## src/rtl/kc6_pkg.sv

```systemverilog
package kc6_pkg;

  localparam int unsigned BYTE_W       = 8;
  localparam int unsigned COUNT_W      = 3;
  localparam int unsigned REPORT_SLOTS = 6;
  localparam int unsigned COUNT_MAX    = 7;
  localparam int unsigned MAX_KEYS_DEF = 6;
  localparam int unsigned OUT_TDATA_W  = 56;

  localparam logic [BYTE_W-1:0] MARK_BYTE  = 8'h00;
  localparam logic [BYTE_W-1:0] PRESS_LOW  = 8'h04;
  localparam logic [BYTE_W-1:0] PRESS_HIGH = 8'h65;

  typedef enum logic [1:0] {
    ST_IDLE,
    ST_SCAN,
    ST_SHIFT,
    ST_FINISH
  } state_t;

  typedef enum logic {
    OP_PRESS,
    OP_RELEASE
  } op_t;

  // count sits above the six slots, slot 0 in the lowest byte
  typedef struct packed {
    logic [COUNT_W-1:0]                    count;
    logic [REPORT_SLOTS-1:0][BYTE_W-1:0]   slot;
  } report_t;

  // engine <-> output stage handshake
  typedef struct packed {
    logic done;
  } eng_status_t;

  typedef struct packed {
    logic take;
  } eng_ctrl_t;

endpackage

```

## src/rtl/kc6_engine.sv

```systemverilog
module kc6_engine import kc6_pkg::*; #(
  parameter int unsigned MAX_KEYS = MAX_KEYS_DEF
) (
  input  logic              clk,
  input  logic              rst,
  input  logic              in_valid,
  output logic              in_ready,
  input  logic [BYTE_W-1:0] in_byte,
  input  eng_ctrl_t         ctrl,
  output eng_status_t       status,
  output report_t           report
);

  localparam int unsigned CNT_W = $clog2(MAX_KEYS + 1);
  localparam int unsigned AW    = (MAX_KEYS > 1) ? $clog2(MAX_KEYS) : 1;

  state_t state, state_next;

  logic [BYTE_W-1:0] keys [MAX_KEYS];
  logic [CNT_W-1:0]  total;
  logic [CNT_W-1:0]  idx, idx_next;
  logic [BYTE_W-1:0] cur_byte;
  op_t               op, op_next;
  logic              pending;

  logic              in_accept;
  logic              pend_set, pend_clr;
  logic              wr_en;
  logic [AW-1:0]     wr_addr;
  logic [BYTE_W-1:0] wr_data;
  logic              total_inc, total_dec;
  logic [BYTE_W-1:0] key_rd;
  logic [CNT_W-1:0]  idx_m1;
  logic              key_match;

  assign in_accept = in_valid && in_ready;
  assign key_rd    = keys[idx[AW-1:0]];
  assign idx_m1    = idx - 1'b1;
  // the one comparator, reused on every scan step
  assign key_match = (key_rd == cur_byte);

  always_ff @(posedge clk) begin
    if (rst) begin
      state <= ST_IDLE;
    end else begin
      state <= state_next;
    end
  end

  always_comb begin
    state_next = state;
    idx_next   = idx;
    op_next    = op;
    in_ready   = 1'b0;
    status     = '0;
    pend_set   = 1'b0;
    pend_clr   = 1'b0;
    wr_en      = 1'b0;
    wr_addr    = idx[AW-1:0];
    wr_data    = cur_byte;
    total_inc  = 1'b0;
    total_dec  = 1'b0;
    case (state)
      ST_IDLE: begin
        in_ready = 1'b1;
        idx_next = '0;
        if (in_valid) begin
          if (pending) begin
            pend_clr   = 1'b1;
            op_next    = OP_RELEASE;
            state_next = ST_SCAN;
          end else if (in_byte == MARK_BYTE) begin
            pend_set   = 1'b1;
            state_next = ST_FINISH;
          end else if (in_byte inside {[PRESS_LOW:PRESS_HIGH]}) begin
            op_next    = OP_PRESS;
            state_next = ST_SCAN;
          end else begin
            state_next = ST_FINISH;
          end
        end
      end
      ST_SCAN: begin
        if (idx < total) begin
          if (key_match) begin
            if (op == OP_RELEASE) begin
              idx_next   = idx + 1'b1;
              state_next = ST_SHIFT;
            end else begin
              state_next = ST_FINISH;
            end
          end else begin
            idx_next = idx + 1'b1;
          end
        end else begin
          // key not held
          if (op == OP_PRESS && total < CNT_W'(MAX_KEYS)) begin
            wr_en     = 1'b1;
            wr_addr   = total[AW-1:0];
            wr_data   = cur_byte;
            total_inc = 1'b1;
          end
          state_next = ST_FINISH;
        end
      end
      ST_SHIFT: begin
        wr_en   = 1'b1;
        wr_addr = idx_m1[AW-1:0];
        if (idx < total) begin
          wr_data  = key_rd;
          idx_next = idx + 1'b1;
        end else begin
          // clear the vacated top slot
          wr_data    = '0;
          total_dec  = 1'b1;
          state_next = ST_FINISH;
        end
      end
      ST_FINISH: begin
        status.done = 1'b1;
        if (ctrl.take) begin
          state_next = ST_IDLE;
        end
      end
      default: begin
        state_next = ST_IDLE;
      end
    endcase
  end

  always_ff @(posedge clk) begin
    if (rst) begin
      total   <= '0;
      pending <= 1'b0;
      idx     <= '0;
      op      <= OP_PRESS;
      for (int i = 0; i < MAX_KEYS; i++) begin
        keys[i] <= '0;
      end
    end else begin
      idx <= idx_next;
      op  <= op_next;
      if (in_accept) begin
        cur_byte <= in_byte;
      end
      if (pend_set) begin
        pending <= 1'b1;
      end else if (pend_clr) begin
        pending <= 1'b0;
      end
      if (wr_en) begin
        keys[wr_addr] <= wr_data;
      end
      if (total_inc) begin
        total <= total + 1'b1;
      end else if (total_dec) begin
        total <= total - 1'b1;
      end
    end
  end

  for (genvar j = 0; j < REPORT_SLOTS; j++) begin : g_slot
    if (j < MAX_KEYS) begin : g_held
      assign report.slot[j] = (CNT_W'(j) < total) ? keys[j] : '0;
    end else begin : g_none
      assign report.slot[j] = '0;
    end
  end

  assign report.count = (32'(total) > 32'(COUNT_MAX)) ? COUNT_W'(COUNT_MAX) : COUNT_W'(total);

  a_total_bound: assert property (@(posedge clk) disable iff (rst)
    total <= CNT_W'(MAX_KEYS))
    else $error("held key count above capacity");

  a_accept_busy: assert property (@(posedge clk) disable iff (rst)
    in_accept && (pending || in_byte != MARK_BYTE) |=> state != ST_IDLE)
    else $error("engine idle right after taking an item");

  a_shift_release: assert property (@(posedge clk) disable iff (rst)
    state == ST_SHIFT |-> op == OP_RELEASE && total != '0)
    else $error("shift without a held key to release");

  a_total_step: assert property (@(posedge clk) disable iff (rst)
    state != ST_FINISH |=> total == $past(total) || total == $past(total) + 1'b1
                           || total + 1'b1 == $past(total))
    else $error("held key count jumped");

  a_pending_idle: assert property (@(posedge clk) disable iff (rst)
    state != ST_IDLE |=> pending == $past(pending))
    else $error("release marker changed mid-item");

endmodule

```

## src/rtl/keycode_stream_to_6key_report_core.sv

```systemverilog
// Keycode stream to six-key boot keyboard report.
//
// Input stream: one received byte per item on s_axis. 0x00 arms a release, and
// the next byte names the key to release; 0x04..0x65 presses a key; other bytes
// are ignored. Output stream: one report per input item on m_axis, six slots in
// order of press plus the held count.
//
// Each item is worked by a sequencer that walks the held-key list with a single
// comparator, one slot per cycle, then shifts later keys down one slot per cycle
// on a release. A marker or an ignored byte goes from idle straight to finish,
// a press or a release through scan (and shift) first; finish loads the report
// into the output register behind m_axis_tvalid. s_axis_tready is high only
// while the sequencer is idle, so a byte is not taken until the last is done.
//
// The report sits in an output register; the next byte is taken and worked
// while it waits. If m_axis_tready stays low, the sequencer holds its finished
// result and s_axis_tready stays low. Reset empties the list, drops a pending
// release marker and clears m_axis_tvalid.
module keycode_stream_to_6key_report_core import kc6_pkg::*; #(
  parameter int unsigned MAX_KEYS = MAX_KEYS_DEF
) (
  input  logic                   clk,
  input  logic                   rst,
  input  logic                   s_axis_tvalid,
  output logic                   s_axis_tready,
  input  logic [BYTE_W-1:0]      s_axis_tdata,   // rx_byte
  output logic                   m_axis_tvalid,
  input  logic                   m_axis_tready,
  output logic [OUT_TDATA_W-1:0] m_axis_tdata    // slot0..slot5, held_count, zero pad
);

  eng_ctrl_t   ctrl;
  eng_status_t status;
  report_t     report;
  report_t     out_report;
  logic        out_valid;

  kc6_engine #(
    .MAX_KEYS (MAX_KEYS)
  ) u_engine (
    .clk      (clk),
    .rst      (rst),
    .in_valid (s_axis_tvalid),
    .in_ready (s_axis_tready),
    .in_byte  (s_axis_tdata),
    .ctrl     (ctrl),
    .status   (status),
    .report   (report)
  );

  assign ctrl.take = status.done && (!out_valid || m_axis_tready);

  always_ff @(posedge clk) begin
    if (rst) begin
      out_valid <= 1'b0;
    end else if (ctrl.take) begin
      out_valid <= 1'b1;
    end else if (m_axis_tready) begin
      out_valid <= 1'b0;
    end
  end

  always_ff @(posedge clk) begin
    if (ctrl.take) begin
      out_report <= report;
    end
  end

  assign m_axis_tvalid = out_valid;
  assign m_axis_tdata  = {(OUT_TDATA_W - $bits(report_t))'(0), out_report};

endmodule

```

## config.mk

```make
export PLATFORM = sky130hd
export DESIGN_NAME = keycode_stream_to_6key_report_core
export DESIGN_NICKNAME = d
export VERILOG_FILES = /design/src/rtl/kc6_pkg.sv /design/src/rtl/kc6_engine.sv /design/src/rtl/keycode_stream_to_6key_report_core.sv
export SDC_FILE = /design/constraint.sdc
export NUM_CORES = 1
export LEC_CHECK = 0
export BUFFER_PORTS_ARGS = -buffer_cell sky130_fd_sc_hd__buf_4
export CAP_MARGIN = 30
export CORE_ASPECT_RATIO = 2
export CORE_MARGIN = 2
export CORE_UTILIZATION = 43
export CTS_BUF_LIST = sky130_fd_sc_hd__clkbuf_4 sky130_fd_sc_hd__clkbuf_8 sky130_fd_sc_hd__clkbuf_16
export DETAILED_ROUTE_END_ITERATION = 6
export MAX_ROUTING_LAYER = met4
export SLEW_MARGIN = 20
export SYNTH_ARGS = -nofsm -noshare
export SYNTH_HDL_FRONTEND = slang
export SYNTH_SLANG_ARGS = --single-unit
```

## constraint.sdc

```tcl
create_clock -name clk -period 9.9 [get_ports clk]
set_input_delay 0.99 -clock clk [delete_from_list [all_inputs] [get_ports clk]]
set_output_delay 0.99 -clock clk [all_outputs]
set_load 0.02 [all_outputs]
```

==> results of run 1 <==
[cell type report]
cell class,count,area (um2),share of cell area [%]
Sequential cell,137,3970,52.9
Multi-Input combinational cell,298,2110,28.0
Timing Repair Buffer,69,515,6.86
Clock buffer,18,433,5.76
Tap cell,192,240,3.20
Clock inverter,14,163,2.17
Inverter,21,78.8,1.05
[report_power, final]
group	switching (mW)	total [mW]	internal (mW)
sequential	0.0512	0.768	0.717
combinational	0.331	0.508	0.176
clock	0.265	0.645	0.380
[state kept, by name, summed over array words and instances, names as in the netlist, named ones only]
signal,cells
u_engine.op,1
u_engine.state,2
u_engine.keys,64
u_engine.idx,3
u_engine.cur_byte,8
m_axis_tdata,51
m_axis_tvalid,1
u_engine.pending,1
u_engine.total,3
[cells in the mapped netlist (4+ instances only)]
library cell               instances
sky130_fd_sc_hd__mux2i_1          13
sky130_fd_sc_hd__clkbuf_1         13
sky130_fd_sc_hd__inv_1            21
sky130_fd_sc_hd__and2_1           18
sky130_fd_sc_hd__nor2b_1          32
sky130_fd_sc_hd__nand2b_1          5
sky130_fd_sc_hd__ha_1             11
sky130_fd_sc_hd__o21ai_1           4
sky130_fd_sc_hd__nor3_1           34
sky130_fd_sc_hd__a21oi_1          14
sky130_fd_sc_hd__buf_4             6
sky130_fd_sc_hd__mux4_2            7
sky130_fd_sc_hd__nand2_1          21
sky130_fd_sc_hd__dfxtp_1          14
sky130_fd_sc_hd__or3_1             4
sky130_fd_sc_hd__nor2_1           39
sky130_fd_sc_hd__o31ai_1           4
sky130_fd_sc_hd__a22o_1            4
sky130_fd_sc_hd__and3_1            9
sky130_fd_sc_hd__edfxtp_1        123
sky130_fd_sc_hd__nand3_1           6
sky130_fd_sc_hd__o21ai_0          11
sky130_fd_sc_hd__a21o_1            6
sky130_fd_sc_hd__buf_6             4
sky130_fd_sc_hd__xnor2_1           6
[final timing paths]
check | start | endpoint | slack [ns] | cells after the start
setup / recovery | u_engine.total[1]$_SDFFE_PP0P_ | u_engine.keys[6][4]$_DFFE_PP_ | 5.51 | 8
hold / removal | u_engine.pending$_SDFFE_PP0P_ | u_engine.pending$_SDFFE_PP0P_ | 0.49 | 2
setup reg to reg | u_engine.total[1]$_SDFFE_PP0P_ | u_engine.keys[6][4]$_DFFE_PP_ | 5.51 | 8
hold reg to reg | u_engine.pending$_SDFFE_PP0P_ | u_engine.pending$_SDFFE_PP0P_ | 0.49 | 2
[metrics by stage]
stage | std cells | area (um2) | hold WS [ns] | power (mW)
final | 749 | 7510 | 0.493 | 1.92
after global routing | 749 | 7510 | 0.527 | 2.00
after CTS | 748 | 7500 | 0.491 | 1.92
after detailed placement | 716 | 6910 | 0.480 | 1.29
after global placement | 716 | 6900 | 0.471 | 1.28
after floorplan | 483 | 6310 | 0.453 | 1.11
[worst max-delay path: stages, from the launching register on]
cell	delay [ns]
sky130_fd_sc_hd__dfxtp_1	0.71
sky130_fd_sc_hd__inv_1	0.27
sky130_fd_sc_hd__ha_1	0.36
sky130_fd_sc_hd__a21o_1	0.12
sky130_fd_sc_hd__a21o_1	0.42
sky130_fd_sc_hd__a41oi_1	0.30
sky130_fd_sc_hd__or2_1	0.35
sky130_fd_sc_hd__or3_1	0.75
sky130_fd_sc_hd__nor2_1	0.73
[cell families (layout without fill, tap and decap cells)]
family          count (synthesis)  count (layout)  synth area share, %
simple gates                  181             181                 15.4
flops                         137             137                 63.1
compound gates                 65              65                 7.09
buf+inv                        48             122                 3.93
mux                            30              30                 7.47
fa+ha+maj                      11              11                 2.18
xor+xnor                        6               6                0.834
other cells                     1               5               0.0595
[per-layer routing]
| layer | global-route usage, % | wire (um) |
|---|---|---|
| met1 | 22.1 | 5270 |
| met2 | 41.8 | 9560 |
| met3 | 3.16 | 547 |
| met4 | 10.5 | 744 |
| met5 | - | 0 |
==> impl_metrics.py, run 1 <==
metrics = {
    "outcome": {
        "status": "completed",
    },
    "sta": {
        "finalClockSkew_ns": 0.00909,
        "fmax_mhz": 228,
        "final.period_utilization_pct": 44.3,
        "final_max_slew_viol_count": 0,
        "worst_slew_pin_slew_ns": 1.05,
        "timing.max_slew.rel_slack_pct": 29.0,
        "fin_tns_setup_ns": 0,
        "worst_slack_ns": 5.51,
        "fin_crit_ns": 4.39,
        "report.final.hold_viol_count": 0,
        "final-setup-viol-count": 0,
        "grt_setup_unrepaired": "no",
    },
    "clock_network": {
        "buffer_type_at_the_clock_tree_root": "sky130_fd_sc_hd__clkbuf_16",
        "clock_sinks": 137,
        "h-tree-depth": 4,
        "tritoncts.num_buffers": 17,
        "cts.repair_timing.setup_buffer_count": 0,
        "cts.reportedPaths.clkPinSlew_ns": 0.06,
        "worstSkewPairLatency_ns": 0.42,
        "tritoncts_clock_tree": "built",
        "cts_resized": 0,
        "clk_path_buf_depth": 2,
        "cts-hold-fix-buffers": 0,
    },
    "synthesis": {
        "ys.flop_type": "sky130_fd_sc_hd__edfxtp_1",
        "synth-warning-count": 0,
        "yosys-top-cells-area": "sky130_fd_sc_hd__edfxtp_1, sky130_fd_sc_hd__dfxtp_1, sky130_fd_sc_hd__nor2b_1",
        "syn_area_um2": 6300,
        "synthArstFlopShare_pct": 0,
        "syn-instance-count": 479,
        "seq_area_frac_synth_pct": 63.1,
        "synth_edf_count": 123,
        "ys_seq_elements": 137,
        "synth_top_area_share_pct": 58.6,
        "yosys.area.top_type": "sky130_fd_sc_hd__edfxtp_1",
        "yosys.cell_types.count": 58,
        "avgSynthCellArea_um2": 13.2,
    },
    "grt": {
        "first_global_vias": 4194,
        "gr-total-overflow": 0,
        "grt_start_max_net_pins": 52,
        "grt_usage_pct": 22.6,
        "antenna_violations_before_repair": 0,
        "grt_first_pass_wirelength_um": 24600,
    },
    "finish": {
        "final_nets": 567,
        "fin_util_pct": 52.3,
        "area_growth_pct": 19.2,
        "most_common_library_cell_in_the_layout_ignoring_fill_and_taps": "sky130_fd_sc_hd__edfxtp_1",
        "fillerInstances": 1242,
        "layout.cells.most_common_list": "sky130_fd_sc_hd__edfxtp_1, sky130_fd_sc_hd__buf_4, sky130_fd_sc_hd__nor2_1",
        "antenna-diode-count": 0,
        "layout-drive-gt1-share_pct": 21.9,
    },
    "detailed_routing": {
        "wirelength_um": 16100,
        "route.detailed.wl_per_inst_um": 21.5,
        "final_antenna_net_count": 0,
        "routed-via-count": 4086,
        "drc_errors": 0,
        "dr.pass1.iters": 5,
        "number_of_drc_violations_after_detailed_routing_iteration_0": 368,
        "post_drt_via_cell_ratio": 5.46,
    },
    "placed_design": {
        "detailedPlace.worstSlack_ns": 5.33,
        "dp_hpwl_um": 12000,
        "io_buffers": 64,
        "gp_congestion": 0.878,
    },
    "power_and_ir_drop": {
        "vdd_drop_max_v": 0.000177,
        "p_leak_nw": 2.74,
        "power_density_nw_per_um2": 256,
    },
    "worst_setup_path": {
        "critical_path_required_ns": 9.95,
        "worstSetupEndpointType": "flip-flop",
        "critical_path_class": "flip-flop to flip-flop",
        "worstPathMaxFanout": 28,
        "cp-start-kind": "flip-flop",
        "cp.arrival_ns": 4.44,
    },
    "floorplan": {
        "dieArea_um2": 15700,
        "fp-row-count": 62,
        "initial_core_util_pct": 43.9,
        "number_of_top_level_pins": 70,
        "floorplan.core_area_um2": 14400,
        "floorplan_die_height_um": 175,
        "floorplan.die.width_um": 89.6,
    },
    "job": {
        "drv.max_cap_violation_count": 0,
    },
    "worst_hold_path": {
        "hp-class": "flip-flop to flip-flop",
    },
}
No activity file was read; power rests on OpenSTA's default activity.
==> inputs of run 2 (changes only) <==
--- a/config.mk
+++ b/config.mk
@@ -5,6 +5,7 @@
 export SDC_FILE = /design/constraint.sdc
 export NUM_CORES = 1
 export LEC_CHECK = 0
+export ABC_AREA = 1
 export BUFFER_PORTS_ARGS = -buffer_cell sky130_fd_sc_hd__buf_4
 export CAP_MARGIN = 30
 export CORE_ASPECT_RATIO = 2
==> constraint.sdc (replaced) <==
create_clock -name clk -period 4.1 [get_ports clk]
set_input_delay 0.41 -clock clk [delete_from_list [all_inputs] [get_ports clk]]
set_output_delay 0.41 -clock clk [all_outputs]
set_load 0.02 [all_outputs]
==> run 2 against run 1 <==
Net effect: design area up 0.48%; combinational power rose to 2.5 times the previous value; global-route usage down 1.9 points; sequential power up 140%; core utilization up 0.25 points; clock power up 130%; via count up 10%; clock skew about the same.
==> impl_metrics.py, run 2 <==
metrics = {
    "outcome": {
        "status": "completed",
    },
    "sta": {
        "final-setup-viol-count": 0,
        "fmax_mhz": 276,
        "final.period_utilization_pct": 88.4,
        "fin_tns_setup_ns": 0,
        "final_max_slew_viol_count": 0,
        "report.final.hold_viol_count": 0,
        "worst_slew_pin_slew_ns": 0.753,
        "finalClockSkew_ns": 0.00920,
        "timing.max_slew.rel_slack_pct": 49.8,
        "fin_crit_ns": 3.63,
        "grt_setup_unrepaired": "no",
    },
    "finish": {
        "area_growth_pct": 20.2,
        "register_area_um2": 3970,
        "fillerInstances": 1294,
        "antenna-diode-count": 0,
        "layout-drive-gt1-share_pct": 16.3,
        "final_nets": 736,
        "post_layout_nonfiller_instances": 917,
        "most_common_library_cell_in_the_layout_ignoring_fill_and_taps": "sky130_fd_sc_hd__nand2_1",
        "number_of_flip_flops_under_the_largest_register_name": 64,
        "multi_input_area_um2": 1820,
        "regMostFlops": "u_engine.keys",
        "layout.cells.most_common_list": "sky130_fd_sc_hd__nand2_1, sky130_fd_sc_hd__edfxtp_1, sky130_fd_sc_hd__nor2_1",
    },
    "detailed_routing": {
        "detailed_route_wirelength_on_metal3_um": 503,
        "post_drt_via_cell_ratio": 4.90,
        "wirelength_um": 15000,
        "routed-via-count": 4493,
        "dr.pass1.iters": 5,
        "dr.max_layer_used": "met4",
        "routed-wl-met2_um": 8240,
        "final_antenna_net_count": 0,
        "route.detailed.wl_per_inst_um": 16.3,
        "drc_errors": 0,
        "m1WireLength_um": 5290,
        "number_of_drc_violations_after_detailed_routing_iteration_0": 406,
    },
    "synthesis": {
        "syn_area_um2": 6280,
        "synth-warning-count": 0,
        "syn-instance-count": 641,
        "ys.flop_type": "sky130_fd_sc_hd__edfxtp_1",
        "avgSynthCellArea_um2": 9.79,
        "ys_seq_elements": 137,
        "seq_area_frac_synth_pct": 63.3,
        "netlist_top_cells_count": "sky130_fd_sc_hd__nand2_1, sky130_fd_sc_hd__edfxtp_1, sky130_fd_sc_hd__nor2_1",
        "yosys.cell_types.count": 39,
        "synth.most_common_cell": "sky130_fd_sc_hd__nand2_1",
        "synth_top_area_share_pct": 58.9,
        "yosys.area.top_type": "sky130_fd_sc_hd__edfxtp_1",
        "synthArstFlopShare_pct": 0,
        "synth_edf_count": 123,
        "yosys-top-cells-area": "sky130_fd_sc_hd__edfxtp_1, sky130_fd_sc_hd__nand2_1, sky130_fd_sc_hd__nor2_1",
    },
    "grt": {
        "grt_start_max_net_pins": 45,
        "grt_usage_pct": 20.8,
        "gr-total-overflow": 0,
        "antenna_violations_before_repair": 0,
        "grt_first_pass_wirelength_um": 22900,
        "first_global_vias": 4410,
    },
    "clock_network": {
        "cts.reportedPaths.clkPinSlew_ns": 0.06,
        "clk_path_buf_depth": 2,
        "cts.repair_timing.setup_buffer_count": 0,
        "clock_sinks": 137,
        "h-tree-depth": 4,
        "cts-hold-fix-buffers": 0,
        "cts_resized": 0,
        "tritoncts_clock_tree": "built",
        "worstSkewPairLatency_ns": 0.41,
        "tritoncts.num_buffers": 17,
        "buffer_type_at_the_clock_tree_root": "sky130_fd_sc_hd__clkbuf_16",
    },
    "worst_hold_path": {
        "worstHoldPathCells": 1,
        "hp-class": "input pin to flip-flop",
        "timing.hold.worst.start": "s_axis_tdata[3]",
        "hold_path_end": "u_engine.cur_byte[3]$_DFFE_PP_",
    },
    "worst_setup_path": {
        "critical_path.top_delay_family": "simple AND/OR/NAND/NOR gates",
        "rrSetupSlack_ns": 0.47,
        "critical_path_class": "flip-flop to flip-flop",
        "crit_path_max_incr_delay_ns": 0.60,
        "reg2regPathDepth": 12,
        "critical_path.n_buffers_inverters": 2,
        "worstSetupEndpointType": "flip-flop",
        "reg2reg_from": "u_engine.total[2]$_SDFFE_PP0P_",
        "cpMostUsedCell": "sky130_fd_sc_hd__nand3_2",
        "critical_path_required_ns": 4.17,
        "cp.arrival_ns": 3.70,
        "cp-start-kind": "flip-flop",
        "worstPathMaxFanout": 14,
        "crit_path_top_delay_cell": "sky130_fd_sc_hd__dfxtp_1",
        "timing.rr.end": "u_engine.keys[0][1]$_SDFFCE_PN0P_",
        "path_cells": "inv_1 > ha_1 > a21oi_1 > nand2_4 > nand3_2 > nor2_4 > o21ai_2 > nor2_2 > nand3_1 > inv_2 > nand3_2 > nand2_1",
    },
    "floorplan": {
        "floorplan.core_area_um2": 14400,
        "floorplan_die_height_um": 175,
        "dieArea_um2": 15600,
        "number_of_top_level_pins": 70,
        "fp-row-count": 62,
        "initial_core_util_pct": 43.7,
        "floorplan.die.width_um": 89.4,
    },
    "placed_design": {
        "dp_hpwl_um": 11500,
        "gp_congestion": 0.902,
        "io_buffers": 64,
        "place_inst": 885,
    },
    "power_and_ir_drop": {
        "p_leak_nw": 3.19,
        "power_density_nw_per_um2": 611,
        "power_frac_seq_pct": 39.9,
        "internal_power_mw": 3.04,
        "net-switching-power_mw": 1.57,
        "power_frac_clock_pct": 32.0,
        "power.switching_fraction_pct": 34.0,
        "vdd_drop_max_v": 0.000342,
        "share_of_power_burned_in_combinational_logic_pct": 28.1,
    },
    "job": {
        "drv.max_cap_violation_count": 0,
    },
}
[run 2: cell types whose count changed in the layout (fill, tap and decap cells not counted), moves of 6 or more]
cell,previous run,this run
sky130_fd_sc_hd__nor2_1,39,105
sky130_fd_sc_hd__and2_1,18,0
sky130_fd_sc_hd__nand3_1,6,58
sky130_fd_sc_hd__mux2i_1,13,0
sky130_fd_sc_hd__o22ai_1,1,8
sky130_fd_sc_hd__nor3_1,33,1
sky130_fd_sc_hd__and3_1,9,1
sky130_fd_sc_hd__xnor2_1,6,0
sky130_fd_sc_hd__mux4_2,7,0
sky130_fd_sc_hd__nor2b_1,31,0
sky130_fd_sc_hd__a21o_1,6,0
sky130_fd_sc_hd__inv_1,21,102
sky130_fd_sc_hd__nand2_1,21,138
[run 2: per-stage QoR]
stage / utilization, % / hold WS (ns) / area [um2] / power, mW / setup slack [ns]
2_1_floorplan: - / 0.471 / 6290 / 2.76 / 0.531
3_3_place_gp: 48.4 / 0.484 / 6940 / 3.13 / 0.680
3_5_place_dp: 48.4 / 0.502 / 6940 / 3.15 / 0.520
4_1_cts: 52.4 / 0.167 / 7520 / 4.62 / 0.489
5_1_grt: 52.6 / 0.174 / 7550 / 4.84 / 0.168
6_report: 52.6 / 0.181 / 7550 / 4.61 / 0.474
[run 2: cell families (layout without fill, tap and decap cells)]
family	count (synthesis)	after routing	share of synthesized area [%]
flip-flops	137	137	63.3
buffers and inverters	126	206	8.11
adder cells (fa/ha/maj)	11	11	2.19
other	1	5	0.0598
AND/OR/NAND/NOR	317	317	21.3
AO/OA/AOI/OAI	48	48	4.84
XOR/XNOR	1	1	0.140
[run 2: area by class of cell]
| cell class | instances | share of cell area (%) |
|---|---|---|
| Multi-Input combinational cell | 382 | 24.1 |
| Clock inverter | 14 | 2.01 |
| Inverter | 106 | 5.27 |
| Timing Repair Buffer | 69 | 7.13 |
| Sequential cell | 137 | 52.7 |
| Clock buffer | 17 | 5.64 |
| Tap cell | 192 | 3.18 |
[run 2: power by group through the flow]
stage,logic [mW],registers [mW],clock network (mW)
after CTS,1.28,1.84,1.49
after floorplan,0.848,1.91,0
after detailed placement,1.28,1.87,0
final,1.29,1.84,1.48
after global placement,1.26,1.86,0
after global routing,1.43,1.86,1.55
[run 2: layer usage]
layer,up-vias,GRT usage (%)
li1,2223,-
met1,2069,20.4
met2,157,36.1
met3,44,3.31
met4,0,13.4
met5,-,-
[run 2: worst max path at each step]
stage,cells past startpoint,end,start
floorplan,3,m_axis_tdata[0]$_SDFFCE_PP0P_,u_engine.state[1]$_SDFFE_PP0P_
global placement,11,u_engine.keys[7][5]$_DFFE_PP_,u_engine.total[2]$_SDFFE_PP0P_
detailed placement,11,u_engine.keys[7][7]$_DFFE_PP_,u_engine.total[2]$_SDFFE_PP0P_
CTS,11,u_engine.keys[7][1]$_DFFE_PP_,u_engine.total[2]$_SDFFE_PP0P_
global route,12,u_engine.keys[0][1]$_SDFFCE_PN0P_,u_engine.total[2]$_SDFFE_PP0P_
finish,12,u_engine.keys[0][1]$_SDFFCE_PN0P_,u_engine.total[2]$_SDFFE_PP0P_
[run 2: worst register-to-register path, stage by stage (launching register included)]
cell and delay [ns]:
sky130_fd_sc_hd__dfxtp_1 0.60, sky130_fd_sc_hd__inv_1 0.18, sky130_fd_sc_hd__ha_1 0.35, sky130_fd_sc_hd__a21oi_1 0.12, sky130_fd_sc_hd__nand2_4 0.12, sky130_fd_sc_hd__nand3_2 0.12
sky130_fd_sc_hd__nor2_4 0.16, sky130_fd_sc_hd__o21ai_2 0.08, sky130_fd_sc_hd__nor2_2 0.47, sky130_fd_sc_hd__nand3_1 0.35, sky130_fd_sc_hd__inv_2 0.19, sky130_fd_sc_hd__nand3_2 0.20
sky130_fd_sc_hd__nand2_1 0.33
